$ cat src/tbs_pkg.sv
// ----------------------------------------------------------------------------
// tbs_pkg: shared types and constants of the bilinear texture sampler
// Widths, command and register codes, item structs and the state machine
// types used by the sampler's modules.
// ----------------------------------------------------------------------------
package tbs_pkg;

	// Block dimensions
	localparam int MAX_WIDTH       = 256;
	localparam int MAX_HEIGHT      = 256;
	localparam int COORD_FRAC_BITS = 16;

	localparam int COORD_W  = 24;
	localparam int DIM_W    = 9;
	localparam int ADDR_W   = 16;
	localparam int CH_W     = 8;
	localparam int RES_W    = 16;
	localparam int NUM_CH   = 3;
	localparam int FRAC_W   = COORD_FRAC_BITS;
	localparam int CFG_IDX_W = 1;

	localparam int MAX_DIM = (MAX_WIDTH > MAX_HEIGHT) ? MAX_WIDTH : MAX_HEIGHT;
	localparam int AX_W    = ($clog2(MAX_DIM) < 1) ? 1 : $clog2(MAX_DIM);

	// Scaled coordinate, its integer part and the offset dividend
	localparam int PROD_W = COORD_W + DIM_W;
	localparam int BASE_W = PROD_W - FRAC_W;
	localparam int DIV_W  = BASE_W + DIM_W - 1;
	localparam int CNT_W  = $clog2(DIV_W);

	// Blend arithmetic
	localparam int WGT_W   = FRAC_W + 1;
	localparam int WPROD_W = 2 * WGT_W;
	localparam int ACC_W   = WPROD_W + CH_W;
	localparam int RES_LSB = 2 * FRAC_W - 8;
	localparam int ROW_W   = AX_W + DIM_W;

	localparam logic [WGT_W-1:0] WGT_ONE = WGT_W'(1) << FRAC_W;

	// Commands
	localparam logic CMD_LOAD   = 1'b0;
	localparam logic CMD_SAMPLE = 1'b1;

	// Register indexes
	localparam logic [CFG_IDX_W-1:0] REG_TEX_WIDTH  = 1'd0;
	localparam logic [CFG_IDX_W-1:0] REG_TEX_HEIGHT = 1'd1;

	localparam logic [DIM_W-1:0] TEX_DIM_RESET = 9'd256;

	typedef struct packed {
		logic                      cmd;
		logic [ADDR_W-1:0]         texel_index;
		logic [CH_W-1:0]           texel_red;
		logic [CH_W-1:0]           texel_green;
		logic [CH_W-1:0]           texel_blue;
		logic signed [COORD_W-1:0] coord_u;
		logic signed [COORD_W-1:0] coord_v;
	} req_item_t;

	typedef struct packed {
		logic [RES_W-1:0] out_red;
		logic [RES_W-1:0] out_green;
		logic [RES_W-1:0] out_blue;
	} rsp_item_t;

	typedef struct packed {
		logic [CH_W-1:0] red;
		logic [CH_W-1:0] green;
		logic [CH_W-1:0] blue;
	} texel_t;

	// Result of one axis pass
	typedef struct packed {
		logic              done;
		logic [AX_W-1:0]   ra;
		logic [AX_W-1:0]   rb;
		logic [FRAC_W-1:0] frac;
	} ax_res_t;

	typedef struct packed {
		logic clear;
		logic valid;
	} blend_ctl_t;

	typedef enum logic [1:0] {
		AX_IDLE,
		AX_MUL,
		AX_DIV,
		AX_DONE
	} ax_state_t;

	typedef enum logic [2:0] {
		ST_IDLE,
		ST_AXIS_U,
		ST_AXIS_V,
		ST_ROW,
		ST_READ,
		ST_DRAIN
	} sm_state_t;

	// Zero counts as one, anything above the maximum as the maximum.
	function automatic logic [DIM_W-1:0] clamp_dim(input logic [DIM_W-1:0] d,
		input logic [DIM_W-1:0] maxd);
		logic [DIM_W-1:0] r;
		if (d == '0) begin
			r = DIM_W'(1);
		end else if (d > maxd) begin
			r = maxd;
		end else begin
			r = d;
		end
		return r;
	endfunction

endpackage

$ cat src/tbs_blend.sv
// ----------------------------------------------------------------------------
// tbs_blend: bilinear weight and accumulate lanes
// Forms each texel's weight, multiplies it into the three color lanes and
// accumulates the four corners of a sample.
// ----------------------------------------------------------------------------
module tbs_blend
	import tbs_pkg::*;
(
	input  logic             clk,
	input  logic             arst_n,
	input  blend_ctl_t       ctl,
	input  texel_t           texel,
	input  logic [WGT_W-1:0] wx,
	input  logic [WGT_W-1:0] wy,
	output logic             busy,
	output rsp_item_t        result
);

	logic                v_s1;
	logic                v_s2;
	logic [WPROD_W-1:0]  wgt_d;
	logic [WPROD_W-1:0]  wgt_s1;
	logic [CH_W-1:0]     col_in [NUM_CH];
	logic [CH_W-1:0]     col_s1 [NUM_CH];
	logic [ACC_W-1:0]    prod_d [NUM_CH];
	logic [ACC_W-1:0]    prod_s2 [NUM_CH];
	logic [ACC_W-1:0]    acc_q [NUM_CH];

	assign wgt_d     = wx * wy;
	assign col_in[0] = texel.red;
	assign col_in[1] = texel.green;
	assign col_in[2] = texel.blue;

	always_comb begin
		for (int c = 0; c < NUM_CH; c++) begin
			prod_d[c] = col_s1[c] * wgt_s1;
		end
	end

	always_ff @(posedge clk or negedge arst_n) begin
		if (!arst_n) begin
			v_s1 <= 1'b0;
			v_s2 <= 1'b0;
		end else begin
			v_s1 <= ctl.valid;
			v_s2 <= v_s1;
		end
	end

	always_ff @(posedge clk) begin
		wgt_s1 <= wgt_d;
		for (int c = 0; c < NUM_CH; c++) begin
			col_s1[c]  <= col_in[c];
			prod_s2[c] <= prod_d[c];
			if (ctl.clear) begin
				acc_q[c] <= '0;
			end else if (v_s2) begin
				acc_q[c] <= acc_q[c] + prod_s2[c];
			end
		end
	end

	assign busy             = v_s1 | v_s2;
	assign result.out_red   = acc_q[0][RES_LSB +: RES_W];
	assign result.out_green = acc_q[1][RES_LSB +: RES_W];
	assign result.out_blue  = acc_q[2][RES_LSB +: RES_W];

endmodule

$ cat config.mk
export PLATFORM = sky130hd
export DESIGN_NAME = tbs_blend
export DESIGN_NICKNAME = d
export VERILOG_FILES = /design/src/tbs_pkg.sv /design/src/tbs_blend.sv
export SDC_FILE = /design/constraint.sdc
export NUM_CORES = 2
export LEC_CHECK = 0
export ABC_AREA = 1
export CORE_MARGIN = 1
export CORE_UTILIZATION = 30
export DETAILED_ROUTE_END_ITERATION = 16
export DONT_BUFFER_PORTS = 1
export SLEW_MARGIN = 10
export SYNTH_ARGS = -nofsm -noshare
export SYNTH_HDL_FRONTEND = slang
export SYNTH_SLANG_ARGS = --single-unit
$ cat constraint.sdc
create_clock -name clk -period 4.94 [get_ports clk]
set_input_delay 0.741 -clock clk [delete_from_list [all_inputs] [get_ports clk]]
set_output_delay 0.741 -clock clk [all_outputs]
set_load 0.005 [all_outputs]
==> impl_metrics.yaml <==
run_status:
  status: "finished clean"
worst_setup_path:
  timing.rr.start: "col_s1[0][2]"
  cp_max_fo: 17
  reg2reg_depth: 17
  path_buf_inv: 4
  cp.depth: 20
  critical_path_class: "primary input to flip-flop"
  crit_top_cell: "fa_1"
  path_cells: "nand2_1, fa_1, inv_1, fa_1, fa_1, fa_1, fa_1, inv_1, fa_1, inv_1, ha_4, a21oi_2, o21ai_0, buf_4, nor2_1, nor2_1, nor2_1, nand2_1, nand2_1, nand2_1"
  endpoint: "wgt_s1[31]"
  arrival_ps: 5240
  crit_family: "adder cells"
  reg2reg_to: "prod_s2[0][36]"
  required_ps: 5450
  critPathLaunchType: "primary input"
  slowest_delay_ps: 540
  slowest_stage: "fa_1"
  endpoint_kind: "flip-flop"
  regToRegSetupSlack_ps: 290
  setup.worst_path.start: "wy[8]"
synthesis:
  synth-seq-area-share: 0.138
  yosysWarnings: 0
  synth.area.top_cells: "fa_1, nand2_1, inv_1"
  ys_ff_latch: 300
  syn_inst: 7353
  synth.area.mux_share: 0
  synth_top_family_by_area: "adder cells"
  yosysMostFrequentCell: "nand2_1"
  netlist_area_mm2: 0.0523
  synth_fa_ha_area_frac: 0.400
  synth-compound-area-share: 0.0623
  synth_largest_area_cell: "fa_1"
  synth_cell_types: 34
  syn_nets: 8605
  synth_edf_count: 120
  yosys-top-cells-count: "nand2_1, inv_1, fa_1"
  synth_top_area_frac: 0.306
  synth-simple-area-share: 0.235
  synth_top_flop_cell: "dfxtp_1"
  ys_async_sr_fraction: 0.00667
  syn_avg_cell_area_um2: 7.11
  synth_xor_area_frac: 0.0171
sta:
  hold_viol_final: 0
  worst_slew_margin_rel: 0.312
  tightest_slew_ps: 1030
  slew_viol_final: 0
  setup_viol: 0
  max_freq_ghz: 0.211
  finalClockSkew_ps: 44.1
  fin_crit_ps: 4730
  finalCritPeriodShare: 0.958
  rsz0062_at_grt: "false"
hold_path:
  min_from: "texel[18]"
  min_path_type: "primary input to flip-flop"
global_routing:
  grt_pass1_wl_um: 244000
  gr-total-overflow: 0
  antenna_found_initial: 14
  grt_pass1_vias: 45900
  grt_max_degree: 81
  track_usage: 0.173
die:
  start_util: 0.303
  fp-row-count: 152
  die-area_mm2: 0.176
  die_w_um: 419
  ios: 111
  core-area_mm2: 0.172
  die_y_um: 419
route:
  drc_errors: 0
  first_pass_iters: 6
  wl_per_cell_um: 15.6
  vias: 44000
  drt_iter0_drc: 2526
  ant_nets: 0
  via_per_inst: 4.57
  wl_um: 150000
layout:
  utilization: 0.333
  fin_nets: 8519
  syn2layout_area_growth_pct: 9.71
  drive_above_1_share: 0.0434
clock_network:
  cts_max_level: 2
  cts_setup_buffers: 0
  cts_tree: "done"
  clock_latency_ps: 620
  cts_buffers: 39
  path_clk_slew_ps: 70
  cts-root-buf: "clkbuf_16"
  clock_path_buffers: 3
  cts.sinks: 300
placement:
  gp_congestion: 0.908
  dp_hpwl_um: 121000
  io_buffers: 0
flow_run:
  cap_violations: 0
[how the worst min path moves through the flow]
stage | end | depth (start not counted)
6_report | col_s1[0][2] | 0
5_1_grt | col_s1[0][23] | 0
4_1_cts | col_s1[0][23] | 0
3_5_place_dp | v_s2 | 0
3_3_place_gp | v_s2 | 0
2_1_floorplan | v_s2 | 0
[final cells by class]
class	instances	area [um^2]
Fill cell	18500	115000
Multi-Input combinational cell	5048	37600
Sequential cell	300	7220
Inverter	1713	6430
Tap cell	2310	2890
Timing Repair Buffer	165	1820
Clock buffer	51	1120
Clock inverter	21	260
Antenna cell	2	5.00
[registers in the layout, indices dropped and copies added (netlist names)]
| register | flops |
|---|---|
| wgt_s1 | 34 |
| acc_q | 120 |
| v_s2 | 1 |
| v_s1 | 1 |
| col_s1 | 24 |
| prod_s2 | 120 |
[metal layers]
metal	wire length, um	global-route usage	vias to the layer above
met5	55	0	-
met4	3390	0.0433	8
met3	6000	0.0187	170
met2	73200	0.305	899
met1	67000	0.224	21400
li1	-	-	21500
[per-stage QoR]
| step | instance area [um^2] | setup WS (ps) | TNS [ps] | hold WS (ps) | std cells |
|---|---|---|---|---|---|
| 3_3_place_gp | 56000 | -418 | -6110 | 358 | 9535 |
| 2_1_floorplan | 52900 | -365 | -5020 | 346 | 7353 |
| 5_1_grt | 57400 | 17.5 | 0 | 114 | 9608 |
| 3_5_place_dp | 56000 | -393 | -6290 | 352 | 9535 |
| 6_report | 57400 | 210 | 0 | 146 | 9610 |
| 4_1_cts | 57400 | 265 | 0 | 94.6 | 9608 |
[what timing repair did]
item	in CTS	in global routing
hold buffers	1	0
gates resized for setup	0	1
hold endpoints to repair	2	0
endpoints found under the setup margin	0	1
[logic make-up after synthesis]
logic type | Yosys count
fa+ha+maj | 1190
simple gates | 3137
compound gates | 619
buf+inv | 2005
flops | 300
xor+xnor | 102
[layout by cell type, fill, tap and decap left out, types with 22 or more instances in the layout]
cell,count
clkbuf_16,41
buf_4,118
nand3_1,223
ha_1,380
a21oi_1,367
o21bai_1,22
nor3_1,25
xor2_1,71
fa_1,796
dfxtp_1,178
inv_1,1707
o21a_1,23
edfxtp_1,120
xnor2_1,31
buf_12,46
o21ai_0,171
nand2_1,2356
nor2_1,449
Power is left out: the tool's default activity adds up to more than one toggle a clock period on the data nets, which glitch-free logic cannot reach.
