--- config.mk ---
export PLATFORM = sky130hd
export DESIGN_NAME = tbs_axis
export DESIGN_NICKNAME = d
export VERILOG_FILES = /design/src/tbs_pkg.sv /design/src/tbs_axis.sv
export SDC_FILE = /design/constraint.sdc
export NUM_CORES = 1
export LEC_CHECK = 0
export BUFFER_PORTS_ARGS = -buffer_cell sky130_fd_sc_hd__buf_2
export CAP_MARGIN = 10
export CORE_UTILIZATION = 58
export DETAILED_ROUTE_END_ITERATION = 7
export GPL_ROUTABILITY_DRIVEN = 0
export PLACE_DENSITY = 0.79
export SLEW_MARGIN = 20
export SYNTH_ARGS = -nofsm -noshare
export SYNTH_HDL_FRONTEND = slang
export SYNTH_SLANG_ARGS = --single-unit
--- constraint.sdc ---
create_clock -name clk -period 2.7 [get_ports clk]
set_clock_uncertainty 0.2 [all_clocks]
set_input_delay 0.54 -clock clk [delete_from_list [all_inputs] [get_ports clk]]
set_output_delay 0.54 -clock clk [all_outputs]
set_load 0.01 [all_outputs]
--- src/tbs_pkg.sv ---
// ----------------------------------------------------------------------------
// tbs_pkg: shared types and constants of the bilinear texture sampler
// Widths, command and register codes, item structs and the state machine
// types used by the sampler's modules.
// ----------------------------------------------------------------------------
package tbs_pkg;

	// Block dimensions
	localparam int MAX_WIDTH       = 256;
	localparam int MAX_HEIGHT      = 256;
	localparam int COORD_FRAC_BITS = 16;

	localparam int COORD_W  = 24;
	localparam int DIM_W    = 9;
	localparam int ADDR_W   = 16;
	localparam int CH_W     = 8;
	localparam int RES_W    = 16;
	localparam int NUM_CH   = 3;
	localparam int FRAC_W   = COORD_FRAC_BITS;
	localparam int CFG_IDX_W = 1;

	localparam int MAX_DIM = (MAX_WIDTH > MAX_HEIGHT) ? MAX_WIDTH : MAX_HEIGHT;
	localparam int AX_W    = ($clog2(MAX_DIM) < 1) ? 1 : $clog2(MAX_DIM);

	// Scaled coordinate, its integer part and the offset dividend
	localparam int PROD_W = COORD_W + DIM_W;
	localparam int BASE_W = PROD_W - FRAC_W;
	localparam int DIV_W  = BASE_W + DIM_W - 1;
	localparam int CNT_W  = $clog2(DIV_W);

	// Blend arithmetic
	localparam int WGT_W   = FRAC_W + 1;
	localparam int WPROD_W = 2 * WGT_W;
	localparam int ACC_W   = WPROD_W + CH_W;
	localparam int RES_LSB = 2 * FRAC_W - 8;
	localparam int ROW_W   = AX_W + DIM_W;

	localparam logic [WGT_W-1:0] WGT_ONE = WGT_W'(1) << FRAC_W;

	// Commands
	localparam logic CMD_LOAD   = 1'b0;
	localparam logic CMD_SAMPLE = 1'b1;

	// Register indexes
	localparam logic [CFG_IDX_W-1:0] REG_TEX_WIDTH  = 1'd0;
	localparam logic [CFG_IDX_W-1:0] REG_TEX_HEIGHT = 1'd1;

	localparam logic [DIM_W-1:0] TEX_DIM_RESET = 9'd256;

	typedef struct packed {
		logic                      cmd;
		logic [ADDR_W-1:0]         texel_index;
		logic [CH_W-1:0]           texel_red;
		logic [CH_W-1:0]           texel_green;
		logic [CH_W-1:0]           texel_blue;
		logic signed [COORD_W-1:0] coord_u;
		logic signed [COORD_W-1:0] coord_v;
	} req_item_t;

	typedef struct packed {
		logic [RES_W-1:0] out_red;
		logic [RES_W-1:0] out_green;
		logic [RES_W-1:0] out_blue;
	} rsp_item_t;

	typedef struct packed {
		logic [CH_W-1:0] red;
		logic [CH_W-1:0] green;
		logic [CH_W-1:0] blue;
	} texel_t;

	// Result of one axis pass
	typedef struct packed {
		logic              done;
		logic [AX_W-1:0]   ra;
		logic [AX_W-1:0]   rb;
		logic [FRAC_W-1:0] frac;
	} ax_res_t;

	typedef struct packed {
		logic clear;
		logic valid;
	} blend_ctl_t;

	typedef enum logic [1:0] {
		AX_IDLE,
		AX_MUL,
		AX_DIV,
		AX_DONE
	} ax_state_t;

	typedef enum logic [2:0] {
		ST_IDLE,
		ST_AXIS_U,
		ST_AXIS_V,
		ST_ROW,
		ST_READ,
		ST_DRAIN
	} sm_state_t;

	// Zero counts as one, anything above the maximum as the maximum.
	function automatic logic [DIM_W-1:0] clamp_dim(input logic [DIM_W-1:0] d,
		input logic [DIM_W-1:0] maxd);
		logic [DIM_W-1:0] r;
		if (d == '0) begin
			r = DIM_W'(1);
		end else if (d > maxd) begin
			r = maxd;
		end else begin
			r = d;
		end
		return r;
	endfunction

endpackage

--- src/tbs_axis.sv ---
// ----------------------------------------------------------------------------
// tbs_axis: shared scale, floor and wrap unit
// Scales one coordinate by a dimension, splits off the fraction and takes the
// positive remainder of the integer part by restoring division, one bit a
// cycle.
// ----------------------------------------------------------------------------
module tbs_axis
	import tbs_pkg::*;
(
	input  logic                      clk,
	input  logic                      arst_n,
	input  logic                      start,
	input  logic signed [COORD_W-1:0] coord,
	input  logic [DIM_W-1:0]          dim,
	output ax_res_t                   res
);

	ax_state_t state_q, state_d;

	logic signed [PROD_W-1:0] prod_d;
	logic signed [PROD_W-1:0] prod_q;
	logic signed [DIM_W:0]    dim_s;
	logic [DIM_W-1:0]         dim_q;
	logic [DIV_W-1:0]         div_q;
	logic [DIV_W-1:0]         div_d;
	logic [DIM_W-1:0]         rem_q;
	logic [DIM_W-1:0]         rem_d;
	logic [DIM_W:0]           trial;
	logic [DIM_W:0]           rem_p1;
	logic [FRAC_W-1:0]        frac_q;
	logic [CNT_W-1:0]         cnt_q;
	logic [BASE_W-1:0]        base;

	assign dim_s  = {1'b0, dim};
	assign prod_d = coord * dim_s;

	// The floor of the scaled value is an arithmetic shift; adding dim times a
	// large power of two keeps the dividend positive without moving the residue.
	assign base  = prod_q[PROD_W-1:FRAC_W];
	assign div_d = {{(DIV_W-BASE_W){base[BASE_W-1]}}, base} +
		(DIV_W'(dim_q) << (BASE_W - 1));

	assign trial = {rem_q, div_q[DIV_W-1]};
	assign rem_d = (trial >= {1'b0, dim_q}) ? DIM_W'(trial - {1'b0, dim_q})
		: trial[DIM_W-1:0];

	assign rem_p1 = {1'b0, rem_q} + (DIM_W+1)'(1);

	always_comb begin
		state_d = state_q;
		unique case (state_q)
			AX_IDLE: begin
				if (start) begin
					state_d = AX_MUL;
				end
			end
			AX_MUL: begin
				state_d = AX_DIV;
			end
			AX_DIV: begin
				if (cnt_q == CNT_W'(DIV_W - 1)) begin
					state_d = AX_DONE;
				end
			end
			AX_DONE: begin
				state_d = start ? AX_MUL : AX_IDLE;
			end
			default: begin
				state_d = AX_IDLE;
			end
		endcase
	end

	always_comb begin
		res.done = (state_q == AX_DONE);
		res.ra   = rem_q[AX_W-1:0];
		res.rb   = (rem_p1 == {1'b0, dim_q}) ? '0 : rem_p1[AX_W-1:0];
		res.frac = frac_q;
	end

	always_ff @(posedge clk or negedge arst_n) begin
		if (!arst_n) begin
			state_q <= AX_IDLE;
			cnt_q   <= '0;
		end else begin
			state_q <= state_d;
			if (state_q == AX_MUL) begin
				cnt_q <= '0;
			end else if (state_q == AX_DIV) begin
				cnt_q <= cnt_q + CNT_W'(1);
			end
		end
	end

	always_ff @(posedge clk) begin
		if (start) begin
			prod_q <= prod_d;
			dim_q  <= dim;
		end
		if (state_q == AX_MUL) begin
			div_q  <= div_d;
			rem_q  <= '0;
			frac_q <= prod_q[FRAC_W-1:0];
		end else if (state_q == AX_DIV) begin
			div_q <= div_q << 1;
			rem_q <= rem_d;
		end
	end

endmodule

==> impl_results.md, run 1 <==
* Status: finished with violations
* Failing checks: setup timing
* Filler instances at 1048
* Synth Cell Area at 12250 um2
* Initial Util at 0.5976
* Die footprint at 21700 um2
* GR Overflow Total at 0
* Share of layout cells above drive strength 1 at 0.3738
* CTS Buffer Depth at 2
* Root Driver: clkbuf_16
* Crit. End Element: flip-flop
* Max frequency at 187.7 MHz
* Total global-route track usage at 0.3218
* Final Slew Violations at 0
* Height of the die at 147.3 um
* Synth Warn # at 0
* Core ar. at 20490 um2
* Req. time, crit path at 2700 ps
* Synth async-reset ratio at 0.07071
* Crit-path max FO at 6
* DR DRC count at 0
* P&R area growth vs syn at 33.91%
* Pin count of the biggest net entering global routing at 52
* DRT iter0 DRCs at 821
* CTS tree: built
* Nets@finish at 1828
* Synth top cells by count: inv_1, fa_1, nand2_1
* Crit path DAT at 5330 ps
* Seq/Total Area, Yosys at 0.2325
* Hold WC Path Type: reg2reg
* Most frequent cell after synthesis: inv_1
* Clock latency at the later pin of the worst-skew pair at 360 ps
* Top cell type's share of synthesized area at 0.2893
* Antenna viol nets, final at 0
* Die width at 147.3 um
* Detailed placement HPWL at 23330 um
* Final setup fails at 40
* Routed wire per std cell at 21.20 um
* Final period util at 1.973
* I/O Pins at 69
* Mapped Nets at 1557
* Fin crit period at 5327 ps
* Setup ws final at -2627 ps
* Clock sink count at 99
* Global-route wire length before repair at 54470 um
* Final Util at 0.8002
* Cell taking the most area after synthesis: fa_1
* Top cells by area, synth: fa_1, edfxtp_1, ha_1, inv_1, and2_1
* Flip-flop and latch count after synthesis at 99
* Fin. Hold Viols at 0
* Hold WS at 220.2 ps
* Worst Setup Start Kind: input port
* FP Rows at 52
* H-tree depth at 3
* Critical path type: in2reg
* Post-synth cell types at 67
* Clock-pin slew on the worst setup and hold paths at 70 ps
* Final Routed Wirelength at 38070 um
* Buffers on Ports at 68
* EDFF count, synth at 83
* Worst slew pin tran at 649.2 ps
* Via density at 5.876
* Most common flop cell mapped by yosys: edfxtp_1
* Num CTS Buffers at 9
* Setup slack after placement at -3147 ps
* Initial antenna violation count at 3
* Slew margin rel. at 0.5672
* Post-Synthesis Cells at 1249
* RSZ-0062 raised after global routing: yes
* Vias in the first global route at 11008
* TritonRoute pass-1 iters at 8
* Syn Area/Cell at 9.806 um2
* Via count at 10553
* Max-Cap Viols at 0
[timing repair]
item | in CTS | in global routing
resized for setup | 173 | 100
hold buffers | 1 | 0
cloned | 2 | 1
pin swaps | 98 | 48
endpoints found under the setup margin | 39 | 46
setup buffers | 27 | 20
hold endpoints to repair | 7 | 0
[placed cells by master (no fill, tap or decap), types with 9 or more instances in the layout]
cell type  instances
a21o_1            16
a21oi_1           24
a21oi_2           16
and2_1            89
and2_4            11
buf_12            12
buf_2             51
buf_4            209
buf_6             36
clkbuf_16         10
edfxtp_1          83
fa_1             164
fa_2              13
ha_1              58
ha_4              32
inv_1            200
inv_2             29
mux2_2            22
nand2_1          136
nand2_2           22
nand3_1           15
nor2_1            20
o21ai_0           13
o21ai_2            9
xnor2_1           24
xor2_1            18
[worst max-delay path, stage by stage]
cell and delay (ps):
buf_12 120, buf_4 130, buf_8 110, buf_12 120, buf_4 150, nand2_1 70, fa_1 400, inv_1 80
fa_1 470, fa_2 430, inv_1 130, fa_1 490, fa_1 520, inv_1 70, ha_4 300, nand4_1 130
buf_4 180, a211oi_4 180, buf_6 170, o2111ai_2 140, a211o_1 290, o211ai_1 90
[metal layers]
metal | track usage | routed length (um)
met1 | 0.3902 | 13720
met2 | 0.5672 | 19240
met3 | 0.04938 | 2775
met4 | 0.1418 | 2346
met5 | 0 | 0
[layout make-up]
cell class	instances	area, um2	share of cell area
multi-input cells	861	9350	0.5701
flip-flops and latches	99	2856	0.1742
repair buffers	320	2703	0.1648
inverters	229	859.6	0.05241
well taps	270	337.8	0.02060
clock buffers	9	225.2	0.01373
clock inverters	7	66.31	0.004043
diodes	1	2.502	0.0001526
[kinds of logic (layout without fill, tap and decap cells)]
| logic type | after synthesis | in the layout | share of synthesized area |
|---|---|---|---|
| AO/OA/AOI/OAI | 161 | 161 | 0.08826 |
| XOR/XNOR | 54 | 54 | 0.03861 |
| adder cells (fa/ha/maj) | 272 | 272 | 0.3864 |
| buffers and inverters | 289 | 565 | 0.09316 |
| flip-flops | 99 | 99 | 0.2325 |
| multiplexers | 24 | 24 | 0.02186 |
| other | 0 | 1 | 0 |
| AND/OR/NAND/NOR | 350 | 350 | 0.1392 |
[sequential cells by signal (all words and copies together) (netlist names)]
name	cells
state_q	2
frac_q	16
div_q	25
prod_q	33
cnt_q	5
dim_q	9
rem_q	9
[per-stage QoR]
stage	cells	cell area, um2	setup TNS (ps)
after global routing	1796	16400	-71410
after floorplan	1249	12890	-60040
after global placement	1732	14550	-76920
after CTS	1777	15880	-62840
final	1796	16400	-67660
after detailed placement	1732	14550	-80020
[path summary, 6_finish.rpt]
path | from | to | slack (ps) | cells after the start
worst max-delay path | dim[3] | prod_q[32]$_DFFE_PP_ | -2630 | 22
worst min-delay path | prod_q[5]$_DFFE_PP_ | frac_q[5]$_DFFE_PP_ | 220 | 0
worst max register to register | dim_q[5]$_DFFE_PP_ | rem_q[1]$_SDFFE_PP0N_ | -40 | 10
worst min register to register | prod_q[5]$_DFFE_PP_ | frac_q[5]$_DFFE_PP_ | 220 | 0
max in group asynchronous | arst_n | cnt_q[4]$_DFFE_PN0P_ | 1800 | 2
min in group asynchronous | arst_n | cnt_q[0]$_DFFE_PN0P_ | 340 | 2
Power of run 1 is not shown: default switching activity piles up to over one toggle a cycle in this logic, so the estimate is an artifact.
==> inputs of run 2 (changes only) <==
==> constraint.sdc (replaced) <==
create_clock -name clk -period 2.7 [get_ports clk]
set_clock_uncertainty 0.2 [all_clocks]
set_input_delay 0.54 -clock clk [delete_from_list [all_inputs] [get_ports clk]]
set_output_delay 0.54 -clock clk [all_outputs]
set_load 0.1 [all_outputs]
==> impl_results.md, run 2 (same netlist as run 1, synthesis figures left out) <==
* Final Slew Violations at 0 (unchanged)
* DR DRC count at 0 (unchanged)
* Final Util at 0.8223 (+0.02204)
* Ant diodes at 0 (-1)
* H-tree depth at 3 (unchanged)
* Total global-route track usage at 0.3200 (-0.001873)
* Pin count of the biggest net entering global routing at 52 (unchanged)
* Fin crit period at 5434 ps (+107.2 ps)
* Commonest non-fill, non-tap cells in the layout: buf_4, inv_1, fa_1
* Height of the die at 147.3 um (unchanged)
* Biggest regs: prod_q (33), div_q (25), frac_q (16)
* CP Cell Sequence: buf_12 > buf_6 > buf_4 > nand2_1 > fa_1 > inv_1 > fa_1 > inv_1 > fa_1 > inv_1 > fa_1 > inv_1 > fa_1 > inv_2 > ha_4 > a21oi_2 > o211ai_1 > a41o_1 > a41o_4 > a311oi_2 > o21bai_1 > xor2_1
* Hold WC Path Type: in2reg
* Crit path DAT at 5340 ps (about the same)
* Clock-pin slew on the worst setup and hold paths at 80 ps (about the same)
* Max FFs per register at 33 (unchanged)
* Critical path's top delay family: adder cells
* Slew margin rel. at 0.5505 (-0.01665)
* GR Overflow Total at 0 (unchanged)
* Hold WS at 200.6 ps (-19.60 ps)
* Clock sink count at 99 (unchanged)
* Top reg by flops: prod_q
* Status: finished with violations
* CTS tree: built
* Detailed placement HPWL at 23590 um (+1.1%)
* Die width at 147.3 um (unchanged)
* Most common cell after layout, fill and taps aside: buf_4
* Most frequent CP cell: fa_1
* Failing checks: setup timing
* Buffers on Ports at 68 (unchanged)
* Max frequency at 184.0 MHz (-2.0%)
* Worst Setup Start Kind: input port
* RSZ-0062 raised after global routing: yes
* Max-Cap Viols at 0 (unchanged)
* Vias in the first global route at 10941 (-0.61%)
* Initial antenna violation count at 0 (-3)
* Worst slew pin tran at 674.2 ps (+24.98 ps)
* Via count at 10833 (+2.7%)
* Share of layout cells above drive strength 1 at 0.3871 (+0.01328)
* DRT iter0 DRCs at 848 (+3.3%)
* Fin cells at 1815 (+1.1%)
* Via density at 5.969 (+1.6%)
* TritonRoute pass-1 iters at 7 (-1)
* Initial Util at 0.5976 (unchanged)
* Placed Cells at 1743 (+0.64%)
* Final period util at 2.013 (+0.03972)
* Final Routed Wirelength at 39980 um (+5.0%)
* Critical path type: in2reg
* Antenna viol nets, final at 0 (unchanged)
* Final setup fails at 41 (+2.5%)
* CP max-delay cell: fa_1
* I/O Pins at 69 (unchanged)
* Root Driver: clkbuf_16
* CTS Buffer Depth at 2 (unchanged)
* Req. time, crit path at 2610 ps (-90 ps)
* Crit path largest cell delay at 540 ps (+20 ps)
* Global-route wire length before repair at 53910 um (-1.0%)
* Crit. End Element: flip-flop
* Die footprint at 21700 um2 (unchanged)
* FP Rows at 52 (unchanged)
* Nets@finish at 1848 (+1.1%)
* Crit path buf inv count at 8 (-2)
* Fin. Hold Viols at 0 (unchanged)
* Num CTS Buffers at 9 (unchanged)
* P&R area growth vs syn at 37.59%
* Setup ws final at -2734 ps (-107.3 ps)
* Crit-path max FO at 6 (unchanged)
* Core ar. at 20490 um2 (unchanged)
* Routed wire per std cell at 22.02 um (+3.9%)
* Clock latency at the later pin of the worst-skew pair at 360 ps (about the same)
-- run 2: changes by cell type in the layout (fill, tap and decap cells not counted), sizes merged --
cell      delta
diode        -1
bufbuf       -2
inv          -1
clkinvlp     +1
buf         +16
clkbuf       +6
-- run 2: routing by layer --
| layer | vias up | track usage | share of wire |
|---|---|---|---|
| met5 | - | 0 | 0 |
| met4 | 0 | 0.1402 | 0.078 |
| met3 | 280 | 0.04037 | 0.080 |
| met2 | 743 | 0.5710 | 0.50 |
| met1 | 5240 | 0.3879 | 0.35 |
| li1 | 4570 | - | - |
-- run 2: final cells by class --
class	instances	area [um2]
inverter	229	859.6
timing repair buffer	340	3065
tap	270	337.8
multi-input combinational	861	9450
sequential	99	2856
clock inverter	7	57.56
fill	970	3642
clock buffer	9	225.2
-- run 2: worst reg2reg max path: stages (launching register included) --
cell and delay, ps:
edfxtp_1 440, buf_6 160, buf_6 110, ha_4 160, fa_2 360, nor2b_2 150, o21ai_2 90, a21oi_2 220
o31ai_4 80, and2_4 160, or3_1 310, a311oi_1 240
-- run 2: final timing paths --
path	from	to	slack (ps)	cells after the start
max	coord[5]	prod_q[27]$_DFFE_PP_	-2730	22
min	dim[1]	dim_q[1]$_DFFE_PP_	200	1
max reg2reg	dim_q[0]$_DFFE_PP_	rem_q[4]$_SDFFE_PP0N_	-80	11
min reg2reg	prod_q[0]$_DFFE_PP_	frac_q[0]$_DFFE_PP_	220	0
max in group asynchronous	arst_n	state_q[1]$_DFFE_PN0P_	1810	2
min in group asynchronous	arst_n	state_q[0]$_DFFE_PN0P_	330	2
-- run 2: timing repair --
action | CTS | global route
setup buffers | 22 | 31
endpoints found under the setup margin | 40 | 48
hold endpoints to repair | 7 | 0
pin swaps | 82 | 106
hold buffers | 1 | 0
cloned | 3 | 5
resized for setup | 183 | 119
-- run 2: metrics by stage --
| stage | area (um2) | setup TNS [ps] | setup slack (ps) |
|---|---|---|---|
| detailed placement | 14810 | -81450 | -3115 |
| global route | 16850 | -70730 | -2804 |
| global placement | 14810 | -78770 | -3026 |
| finish | 16850 | -67900 | -2734 |
| CTS | 16050 | -62740 | -2384 |
| floorplan | 13050 | -63840 | -2653 |
Power of run 2 is left out for the same reason.
==> inputs of run 3 (changes only) <==
Settings changed: CORE_ASPECT_RATIO set to 1.75, PLACE_DENSITY 0.79 to unset, PLACE_DENSITY_LB_ADDON set to 0.08.
==> impl_results.md, run 3 (same netlist as run 1, synthesis figures left out) <==
* CTS tree: built
* Buffers on Ports at 68 (unchanged)
* H-tree depth at 3 (unchanged)
* Detailed placement HPWL at 24710 um (+4.7%)
* Max frequency at 192.0 MHz (+4.3%)
* I/O Pins at 69 (unchanged)
* Slew margin rel. at 0.6316 (+0.08102)
* Max-Cap Viols at 0 (unchanged)
* Reg-to-reg slack, setup at -10 ps (+70 ps)
* Nets@finish at 1854 (+0.32%)
* Crit path DAT at 5200 ps (-140 ps)
* Failing checks: DRC, setup timing
* Initial antenna violation count at 0 (unchanged)
* Filler instances at 1316 (+36%)
* Final Slew Violations at 0 (unchanged)
* FF-to-FF Start: dim_q[1]$_DFFE_PP_
* RSZ-0062 raised after global routing: yes
* Via count at 9861 (-9.0%)
* Worst Setup Start Kind: input port
* Core ar. at 20760 um2 (+1.3%)
* Crit-path max FO at 8 (+2)
* Clock-pin slew on the worst setup and hold paths at 70 ps (about the same)
* DR DRC count at 5 (+5)
* Fin. Hold Viols at 0 (unchanged)
* Req. time, crit path at 2690 ps (+80 ps)
* Num CTS Buffers at 9 (unchanged)
* Via density at 5.469 (-8.4%)
* Area of the multi-input gates at 9414 um2 (-0.38%)
* P&R area growth vs syn at 36.34%
* Final Routed Wirelength at 32010 um (-20%)
* Worst hold endpoint: frac_q[6]$_DFFE_PP_
* Worst hold path cell count at 0 (-1)
* Setup ws final at -2509 ps (+225.4 ps)
* Antenna viol nets, final at 0 (unchanged)
* Pin count of the biggest net entering global routing at 44 (-15%)
* GR Overflow Total at 0 (unchanged)
* Ant diodes at 0 (unchanged)
* Worst slew pin tran at 552.7 ps (-121.5 ps)
* Root Driver: clkbuf_16
* Initial Util at 0.5901 (-0.007565)
* Global-route wire length before repair at 49760 um (-7.7%)
* Final Util at 0.8045 (-0.01782)
* Total global-route track usage at 0.2950 (-0.02493)
* Status: finished with violations
* Critical path type: in2reg
* Die footprint at 21730 um2 (+0.11%)
* Max FFs per register at 33 (unchanged)
* Hold WC Path Type: reg2reg
* Fin crit period at 5209 ps (-225.3 ps)
* Commonest non-fill, non-tap cells in the layout: buf_4, inv_1, fa_1
* Final period util at 1.929 (-0.08346)
* Share of layout cells above drive strength 1 at 0.3778 (-0.009234)
* Clock latency at the later pin of the worst-skew pair at 350 ps (about the same)
* TritonRoute pass-1 iters at 8 (+1)
* Placed Cells at 1743 (unchanged)
* DRT iter0 DRCs at 413 (-51%)
* R2R depth at 10 (-1)
* Final setup fails at 38 (-7.3%)
* Most common cell after layout, fill and taps aside: buf_4
* Top reg by flops: prod_q
* Vias in the first global route at 10555 (-3.5%)
* Biggest regs: prod_q (33), div_q (25), frac_q (16)
* CTS Buffer Depth at 2 (unchanged)
* Routed wire per std cell at 17.75 um (-19%)
* Register Area at 2864 um2 (+0.26%)
* Hold Path Origin: prod_q[6]$_DFFE_PP_
* Die width at 111.9 um (-24%)
* FP Rows at 70 (+35%)
* Fin cells at 1803 (-0.66%)
* Height of the die at 194.2 um (+32%)
* Crit. End Element: flip-flop
* Setup TNS at -63560 ps (+4341 ps)
* Reg-to-reg endpoint: rem_q[4]$_SDFFE_PP0N_
* Clock sink count at 99 (unchanged)
run 3: cell types whose count changed in the layout (fill, tap and decap cells not counted), sizes merged:
cell / before / now
buf: 332 / 343
clkbuf: 16 / 13
inv: 233 / 230
clkinv: 2 / 3
run 3: critical path, stage by stage:
cell       delay, ps
buf_12           110
buf_6            120
buf_8            120
nand2_2           60
fa_1             540
inv_2             50
fa_1             510
fa_2             450
fa_1             530
inv_2             40
fa_1             520
inv_2             50
ha_4             280
nand4_1          130
buf_4            180
a211oi_4         260
buf_4            190
o2111ai_4        110
a211o_1          310
o211ai_1          90
run 3: how the worst max path moves through the flow:
stage / start / slack [ps] / endpoint / depth (start not counted)
2_1_floorplan: dim[3] / -2650 / prod_q[29]$_DFFE_PP_ / 21
3_3_place_gp: dim[1] / -3210 / prod_q[29]$_DFFE_PP_ / 18
3_5_place_dp: dim[1] / -3380 / prod_q[29]$_DFFE_PP_ / 18
4_1_cts: coord[7] / -2510 / prod_q[29]$_DFFE_PP_ / 21
5_1_grt: dim[3] / -2620 / prod_q[32]$_DFFE_PP_ / 21
6_report: dim[3] / -2510 / prod_q[32]$_DFFE_PP_ / 20
run 3: layout make-up:
cell class                 instances  share of cell area
clock buffer                      11             0.01394
clock inverter                     5            0.002323
inverter                         229             0.05148
multi-input combinational        861              0.5638
sequential                        99              0.1715
tap                              252             0.01888
timing repair buffer             346              0.1781
run 3: per-stage QoR:
stage          area [um2]  setup slack [ps]  hold slack [ps]
3_3_place_gp        14880             -3206            178.3
4_1_cts             15990             -2508            215.1
6_report            16700             -2509            214.6
3_5_place_dp        14880             -3380            181.5
2_1_floorplan       13050             -2653            44.41
5_1_grt             16700             -2618            225.9
run 3: what timing repair did:
action,in CTS,in global routing
hold buffers,1,0
pin swaps,73,104
endpoints found under the setup margin,43,46
resized for setup,154,124
cloned,1,2
setup buffers,18,22
hold endpoints to repair,7,0
run 3: routing by layer:
layer | GRT usage | vias up | share of wire
li1 | - | 4568 | -
met1 | 0.3149 | 4968 | 0.36
met2 | 0.5806 | 251 | 0.58
met3 | 0.01969 | 74 | 0.025
met4 | 0.1316 | 0 | 0.039
met5 | 0 | - | 0
Power of run 3 is left out for the same reason.
